==> src/rtl/msct_pkg.sv <==
// Shared types and constants for the minutes:seconds countdown timer.
`default_nettype none

package msct_pkg;

    localparam int unsigned CountWidth = 16;
    localparam int unsigned TimeWidth  = 8;
    localparam int unsigned ReqWidth   = 3;
    localparam int unsigned CfgIdxWidth = 2;
    localparam int unsigned CfgDataWidth = 16;

    localparam logic [CountWidth-1:0] CompareTopReset = 16'd14399;
    localparam logic [TimeWidth-1:0]  MaxMinutesReset = 8'd80;
    localparam logic [TimeWidth-1:0]  SecondsTop      = 8'd59;

    typedef enum logic [CfgIdxWidth-1:0] {
        CFG_COMPARE_TOP = 2'd0,
        CFG_MAX_MINUTES = 2'd1
    } cfg_idx_t;

    typedef enum logic [ReqWidth-1:0] {
        REQ_TICK    = 3'd0,
        REQ_SET     = 3'd1,
        REQ_ADD_MIN = 3'd2,
        REQ_ADD_SEC = 3'd3,
        REQ_CLEAR   = 3'd4,
        REQ_PAUSE   = 3'd5,
        REQ_RESUME  = 3'd6
    } req_t;

    typedef struct packed {
        logic [ReqWidth-1:0]  req_type;
        logic [TimeWidth-1:0] value_minutes;
        logic [TimeWidth-1:0] value_seconds;
    } item_t;

    typedef struct packed {
        logic [TimeWidth-1:0] minutes;
        logic [TimeWidth-1:0] seconds;
        logic                 is_zero;
        logic                 running;
        logic                 armed;
        logic                 second_step;
    } result_t;

endpackage

`default_nettype wire

==> src/rtl/msct_input_stage.sv <==
// Input register: captures one request word per cycle unless in_stall holds it.
`default_nettype none

module msct_input_stage
    import msct_pkg::*;
(
    input  wire logic                 clk,
    input  wire logic                 rst_n,
    input  wire logic                 in_valid,
    output logic                      in_stall,
    input  wire logic [ReqWidth-1:0]  req_type,
    input  wire logic [TimeWidth-1:0] value_minutes,
    input  wire logic [TimeWidth-1:0] value_seconds,
    input  wire logic                 advance,
    output logic                      item_valid,
    output item_t                     item
);

    logic  valid_reg;
    item_t item_reg;

    assign in_stall   = valid_reg && !advance;
    assign item_valid = valid_reg;
    assign item       = item_reg;

    always_ff @(posedge clk or negedge rst_n)
    begin
        if (!rst_n)
        begin
            valid_reg <= 1'b0;
        end
        else if (!in_stall)
        begin
            valid_reg <= in_valid;
        end
    end

    always_ff @(posedge clk)
    begin
        if (in_valid && !in_stall)
        begin
            item_reg.req_type      <= req_type;
            item_reg.value_minutes <= value_minutes;
            item_reg.value_seconds <= value_seconds;
        end
    end

endmodule

`default_nettype wire

==> src/rtl/msct_engine.sv <==
// Timer state, configuration registers and the next-state logic per request.
`default_nettype none

module msct_engine
    import msct_pkg::*;
(
    input  wire logic                    clk,
    input  wire logic                    rst_n,
    input  wire logic                    cfg_we,
    input  wire logic [CfgIdxWidth-1:0]  cfg_index,
    input  wire logic [CfgDataWidth-1:0] cfg_data,
    input  wire logic                    advance,
    input  item_t                        item,
    output result_t                      result
);

    logic [CountWidth-1:0] compare_top_reg;
    logic [TimeWidth-1:0]  max_minutes_reg;

    logic [CountWidth-1:0] count_reg, count_next;
    logic [TimeWidth-1:0]  min_reg, min_next;
    logic [TimeWidth-1:0]  sec_reg, sec_next;
    logic                  run_reg, run_next;
    logic                  arm_reg, arm_next;
    logic                  step;

    logic [TimeWidth-1:0] min_sum;
    logic [TimeWidth-1:0] sec_sum;
    logic [2:0]           sec_carry;
    logic [TimeWidth-1:0] sec_rem;
    logic [TimeWidth-1:0] carry_sum;

    // Seconds sum split into carry minutes and remainder; sum is below 256.
    always_comb
    begin
        sec_sum = sec_reg + item.value_seconds;
        if (sec_sum >= 8'd240)
            sec_carry = 3'd4;
        else if (sec_sum >= 8'd180)
            sec_carry = 3'd3;
        else if (sec_sum >= 8'd120)
            sec_carry = 3'd2;
        else if (sec_sum >= 8'd60)
            sec_carry = 3'd1;
        else
            sec_carry = 3'd0;
        sec_rem   = sec_sum - (TimeWidth'(sec_carry) * 8'd60);
        min_sum   = min_reg + item.value_minutes;
        carry_sum = min_reg + TimeWidth'(sec_carry);
    end

    always_comb
    begin
        count_next = count_reg;
        min_next   = min_reg;
        sec_next   = sec_reg;
        run_next   = run_reg;
        arm_next   = arm_reg;
        step       = 1'b0;
        case (req_t'(item.req_type))
            REQ_TICK:
            begin
                if (run_reg)
                begin
                    if (count_reg == compare_top_reg)
                    begin
                        count_next = '0;
                        if (arm_reg)
                        begin
                            step = 1'b1;
                            if (min_reg != '0)
                            begin
                                if (sec_reg == '0)
                                begin
                                    sec_next = SecondsTop;
                                    min_next = min_reg - 1'b1;
                                end
                                else
                                begin
                                    sec_next = sec_reg - 1'b1;
                                end
                            end
                            else if (sec_reg != '0)
                            begin
                                sec_next = sec_reg - 1'b1;
                            end
                            else
                            begin
                                arm_next = 1'b0;
                            end
                        end
                    end
                    else
                    begin
                        count_next = count_reg + 1'b1;
                    end
                end
            end
            REQ_SET:
            begin
                min_next   = item.value_minutes;
                sec_next   = item.value_seconds;
                count_next = '0;
                run_next   = 1'b1;
                arm_next   = 1'b1;
            end
            REQ_ADD_MIN:
            begin
                if (min_sum < max_minutes_reg)
                begin
                    min_next = min_sum;
                end
                else
                begin
                    min_next = max_minutes_reg;
                    sec_next = '0;
                end
            end
            REQ_ADD_SEC:
            begin
                // ignored once minutes are at the ceiling
                if (min_reg < max_minutes_reg)
                begin
                    if (carry_sum < max_minutes_reg)
                    begin
                        min_next = carry_sum;
                        sec_next = sec_rem;
                    end
                    else
                    begin
                        min_next = max_minutes_reg;
                        sec_next = '0;
                    end
                end
            end
            REQ_CLEAR:
            begin
                min_next = '0;
                sec_next = '0;
            end
            REQ_PAUSE:
            begin
                run_next = 1'b0;
            end
            REQ_RESUME:
            begin
                run_next = 1'b1;
            end
            default:
            begin
                step = 1'b0;
            end
        endcase
    end

    assign result.minutes     = min_next;
    assign result.seconds     = sec_next;
    assign result.is_zero     = (min_next == '0) && (sec_next == '0);
    assign result.running     = run_next;
    assign result.armed       = arm_next;
    assign result.second_step = step;

    always_ff @(posedge clk or negedge rst_n)
    begin
        if (!rst_n)
        begin
            compare_top_reg <= CompareTopReset;
            max_minutes_reg <= MaxMinutesReset;
        end
        else if (cfg_we)
        begin
            case (cfg_idx_t'(cfg_index))
                CFG_COMPARE_TOP: compare_top_reg <= cfg_data;
                CFG_MAX_MINUTES: max_minutes_reg <= cfg_data[TimeWidth-1:0];
                default:         compare_top_reg <= compare_top_reg;
            endcase
        end
    end

    always_ff @(posedge clk or negedge rst_n)
    begin
        if (!rst_n)
        begin
            count_reg <= '0;
            min_reg   <= '0;
            sec_reg   <= '0;
            run_reg   <= 1'b0;
            arm_reg   <= 1'b0;
        end
        else if (advance)
        begin
            count_reg <= count_next;
            min_reg   <= min_next;
            sec_reg   <= sec_next;
            run_reg   <= run_next;
            arm_reg   <= arm_next;
        end
    end

endmodule

`default_nettype wire

==> src/rtl/msct_output_stage.sv <==
// Result register: holds one result word until the consumer takes it.
`default_nettype none

module msct_output_stage
    import msct_pkg::*;
(
    input  wire logic                  clk,
    input  wire logic                  rst_n,
    input  wire logic                  item_valid,
    input  result_t                    result,
    output logic                       advance,
    output logic                       out_valid,
    input  wire logic                  out_stall,
    output logic [TimeWidth-1:0]       minutes,
    output logic [TimeWidth-1:0]       seconds,
    output logic                       is_zero,
    output logic                       running,
    output logic                       armed,
    output logic                       second_step
);

    logic    valid_reg;
    result_t result_reg;
    logic    can_load;

    assign can_load = !valid_reg || !out_stall;
    assign advance  = item_valid && can_load;

    assign out_valid   = valid_reg;
    assign minutes     = result_reg.minutes;
    assign seconds     = result_reg.seconds;
    assign is_zero     = result_reg.is_zero;
    assign running     = result_reg.running;
    assign armed       = result_reg.armed;
    assign second_step = result_reg.second_step;

    always_ff @(posedge clk or negedge rst_n)
    begin
        if (!rst_n)
        begin
            valid_reg <= 1'b0;
        end
        else if (can_load)
        begin
            valid_reg <= item_valid;
        end
    end

    always_ff @(posedge clk)
    begin
        if (advance)
        begin
            result_reg <= result;
        end
    end

endmodule

`default_nettype wire

==> src/rtl/minute_second_countdown_timer.sv <==
// Minutes:seconds countdown timer with clear-on-match prescale counter.
// Pipeline: input register, then result register; out_valid rises once the result
// register loads the word that the input register accepted.
// Throughput: one word per cycle unless out_stall backs up the pipe; the next state is one short add/compare pass.
// Reset (rst_n, async, active low): time 0:00, stopped, disarmed, counter zero,
// compare_top 14399, max_minutes 80; pipeline emptied.
`default_nettype none

module minute_second_countdown_timer
    import msct_pkg::*;
(
    input  wire logic                    clk,
    input  wire logic                    rst_n,
    input  wire logic                    cfg_we,
    input  wire logic [CfgIdxWidth-1:0]  cfg_index,
    input  wire logic [CfgDataWidth-1:0] cfg_data,
    input  wire logic                    in_valid,
    output logic                         in_stall,
    input  wire logic [ReqWidth-1:0]     req_type,
    input  wire logic [TimeWidth-1:0]    value_minutes,
    input  wire logic [TimeWidth-1:0]    value_seconds,
    output logic                         out_valid,
    input  wire logic                    out_stall,
    output logic [TimeWidth-1:0]         minutes,
    output logic [TimeWidth-1:0]         seconds,
    output logic                         is_zero,
    output logic                         running,
    output logic                         armed,
    output logic                         second_step
);

    logic    advance;
    logic    item_valid;
    item_t   item;
    result_t result;

    msct_input_stage u_input (
        .clk           (clk),
        .rst_n         (rst_n),
        .in_valid      (in_valid),
        .in_stall      (in_stall),
        .req_type      (req_type),
        .value_minutes (value_minutes),
        .value_seconds (value_seconds),
        .advance       (advance),
        .item_valid    (item_valid),
        .item          (item)
    );

    msct_engine u_engine (
        .clk       (clk),
        .rst_n     (rst_n),
        .cfg_we    (cfg_we),
        .cfg_index (cfg_index),
        .cfg_data  (cfg_data),
        .advance   (advance),
        .item      (item),
        .result    (result)
    );

    msct_output_stage u_output (
        .clk         (clk),
        .rst_n       (rst_n),
        .item_valid  (item_valid),
        .result      (result),
        .advance     (advance),
        .out_valid   (out_valid),
        .out_stall   (out_stall),
        .minutes     (minutes),
        .seconds     (seconds),
        .is_zero     (is_zero),
        .running     (running),
        .armed       (armed),
        .second_step (second_step)
    );

endmodule

`default_nettype wire

==> config.mk <==
export PLATFORM = sky130hd
export DESIGN_NAME = minute_second_countdown_timer
export DESIGN_NICKNAME = d
export VERILOG_FILES = /design/src/rtl/msct_pkg.sv /design/src/rtl/msct_input_stage.sv /design/src/rtl/msct_engine.sv /design/src/rtl/msct_output_stage.sv /design/src/rtl/minute_second_countdown_timer.sv
export SDC_FILE = /design/constraint.sdc
export NUM_CORES = 1
export LEC_CHECK = 0
export BUFFER_PORTS_ARGS = -buffer_cell sky130_fd_sc_hd__buf_2
export CORE_AREA = 2 2 149 151
export CTS_CLUSTER_SIZE = 8
export DETAILED_ROUTE_END_ITERATION = 16
export DIE_AREA = 0 0 151 153
export REMOVE_ABC_BUFFERS = 1
export SLEW_MARGIN = 5
export SYNTH_ARGS = -nofsm -noshare
export SYNTH_HDL_FRONTEND = slang
export SYNTH_SLANG_ARGS = --single-unit
export TNS_END_PERCENT = 100
==> constraint.sdc <==
create_clock -name clk -period 5.7 [get_ports clk]
set_input_delay 0 -clock clk [delete_from_list [all_inputs] [get_ports clk]]
set_output_delay 0 -clock clk [all_outputs]
set_load 0.01 [all_outputs]
==> out/metrics.cfg <==
[power_and_ir_drop]
powerDensity_nw_per_um2=640.6
p_switching_mw=2.904
p_comb_share_pct=72.5
p_sw_share_pct=46.51
p_leak_nw=4.319
clkPwrFrac_pct=10.3
seq_power_share_pct=17.3
power.internal_mw=3.340
ir_worst_vdd_mv=0.4151

[grt]
grt_max_degree=61
grt_first_pass_wirelength_um=36240
grt_antenna_before_repair=0
grt_overflow=0
grt_pass1_vias=6762
groute.usage.overall_pct=20.19

[drt]
wl_met2_um=9816
drc=0
wl_met1_um=10480
highest_layer=met4
drt_iter0_drc=673
via_count=6930
ant_nets=0
route.met3.wl_um=2022
vias_per_cell=5.483
dr.pass1.iters=6
wirelength_um=22910
wl_per_cell_um=18.13

[critical_path]
worst-r2r-cell-count=27
cpMostUsedCell=a21o_1
crit_path_max_incr_delay_ns=0.44
end_kind=flip-flop
path_class=reg2reg
worst_path_max_delay_cell=edfxtp_1
r2r-start=u_input.item[0]$_DFFE_PP_
critPathLaunchType=flip-flop
critPathBufInv=2
cp.depth=27
r2r_slack_ns=0.06
crit_path_max_fanout=3
cp_top_family=simple AND/OR/NAND/NOR gates
worstReg2RegEnd=u_output.is_zero$_DFFE_PP_
arrival_ns=5.88
required_ns=5.94

[timing]
finClkSkew_ns=0.01304
finalCritPeriodShare_pct=98.92
rsz0062_at_grt=true
final-setup-viol-count=0
fin_crit_ns=5.639
fin_hold_ws_ns=0.2212
final_max_slew_viol_count=0
maxSlewHeadroom_pct=32.12
tightest_slew_ns=1.014
maxClockFrequency_mhz=177.3
hold_viol=0
setup_ws_ns=0.06132

[layout]
antenna_cells=0
nets=1075
drive_gt1_share_pct=31.00
syn_to_final_growth_pct=31.70
largest_reg_flops=19

[outcome]
status=complete, no violations

[placement]
place.gp.congestion=0.9529
hpwl_um=17260
pre_cts_slack_ns=-0.2507
io_buffer_count=63

[cts]
cts_tree=done
clk_path_buf_depth=2
cts_num_sinks=99
clock-root-buffer=clkbuf_16
cts_max_level=3
insertion_delay_ns=0.37
cts.clk_slew.worst_paths_ns=0.09
cts_made_buffers=9

[floorplan]
core_area_um2=21490
rows=54
die_h_um=153
ios=64
initial_core_util_pct=34.45
dieWidth_um=151
die_area_um2=23100

[yosys]
synth_cell_types=89
yosysSeqAreaShare_pct=36.30
synth_area_leader_cell=dfrtp_1
synth_seq_cells=99
syn_inst=784
synthFlopType=dfrtp_1
synth-edff-count=39
avgSynthCellArea_um2=9.440
ys_warn_count=0
synth-async-reset-ratio_pct=60.61
synth_area_leaders=dfrtp_1, edfxtp_1, ha_1, mux2_2, dfstp_2
synth_top_area_share_pct=16.57
synth.cell_area_um2=7401

[min_path]
worst_hold_path.num_cells=4
worstHoldEndpoint=u_engine.compare_top_reg[6]$_DFFE_PN0P_
min_path_type=in2reg
hp-start=cfg_index[1]

[run]
maxCapViolCount=0

cells in the mapped netlist (15+ instances only):
master,n
mux2_2,32
dfrtp_1,49
edfxtp_1,39
nand3_1,22
clkbuf_1,22
a21oi_1,53
xnor2_1,30
nor3_1,15
xor2_1,19
inv_1,34
nor2_1,60
nand2_1,75
ha_1,49
o21ai_0,39
power groups by stage:
| stage | logic, mW | registers [mW] | clock network [mW] |
|---|---|---|---|
| 3_3_place_gp | 4.05 | 1.08 | 0 |
| 2_1_floorplan | 2.49 | 1.11 | 0 |
| 5_1_grt | 4.95 | 1.09 | 0.686 |
| 3_5_place_dp | 4.10 | 1.08 | 0 |
| 4_1_cts | 4.23 | 1.07 | 0.657 |
| 6_report | 4.52 | 1.08 | 0.641 |
metal layers:
metal	vias up	GRT usage, %
met2	290	29.46
li1	3285	-
met5	-	0
met3	49	5.015
met4	0	7.121
met1	3306	28.97
how the worst max path moves through the flow:
stage                                         start                         end  slack, ns
floorplan           u_engine.sec_reg[0]$_DFFE_PN0P_  u_output.is_zero$_DFFE_PP_      -0.09
global placement          u_input.item[0]$_DFFE_PP_  u_output.is_zero$_DFFE_PP_      -0.16
detailed placement        u_input.item[0]$_DFFE_PP_  u_output.is_zero$_DFFE_PP_      -0.25
CTS                       u_input.item[1]$_DFFE_PP_  u_output.is_zero$_DFFE_PP_      0.003
global route              u_input.item[0]$_DFFE_PP_  u_output.is_zero$_DFFE_PP_      -0.23
finish                    u_input.item[0]$_DFFE_PP_  u_output.is_zero$_DFFE_PP_       0.06
cell usage in the layout, fill, tap and decap left out, drive strengths merged, types with 14 or more instances in the layout:
cell type and instances:
a21o 14, a21oi 54, buf 180, dfrtp 49
dlygate4sd3 39, edfxtp 39, ha 49, inv 42
mux2 32, nand2 75, nand3 23, nand4 14
nor2 60, nor3 17, o21ai 46, xnor2 30
xor2 20
final cells by class:
type                            count  area, um^2
Clock buffer                        9       225.2
Sequential cell                    99        2686
Tap cell                          280       350.3
Clock inverter                      7       83.83
Inverter                           36       135.1
Fill cell                        2076       11740
Timing Repair Buffer              219        1592
Multi-Input combinational cell    614        4674
cells by family after synthesis:
family                   Yosys count  synth area share [%]
AND/OR/NAND/NOR                  261                 18.21
AO/OA/AOI/OAI                    206                 19.56
flip-flops                        99                 36.30
buffers and inverters             71                 3.922
adder cells (fa/ha/maj)           54                 9.637
XOR/XNOR                          50                 6.019
multiplexers                      43                 6.357
what timing repair did:
action / 4_1_cts / 5_1_grt
hold endpoints to repair: 94 / 0
endpoints found under the setup margin: 3 / 11
setup buffers: 8 / 9
hold buffers: 39 / 0
pin swaps: 12 / 35
resized for setup: 12 / 35
worst register-to-register path: cells and delay by family, from the launching register on:
kind            cells  cell delay, ns
flops               1            0.44
compound gates      9            1.47
xor+xnor            2            0.23
fa+ha+maj           4            1.25
buf+inv             2            0.34
simple gates       10            1.80
stage by stage:
step	cells	setup TNS (ns)	power, mW	instance area, um^2	utilization, %
after floorplan	749	-0.09391	3.604	7246	-
after global placement	1193	-0.1555	5.126	8675	40.37
after detailed placement	1193	-0.2578	5.173	8675	40.37
after CTS	1256	0	5.951	9489	44.16
after global routing	1264	-0.2898	6.729	9747	45.36
final	1264	0	6.244	9747	45.36
No activity file was read; power rests on OpenSTA's default activity.
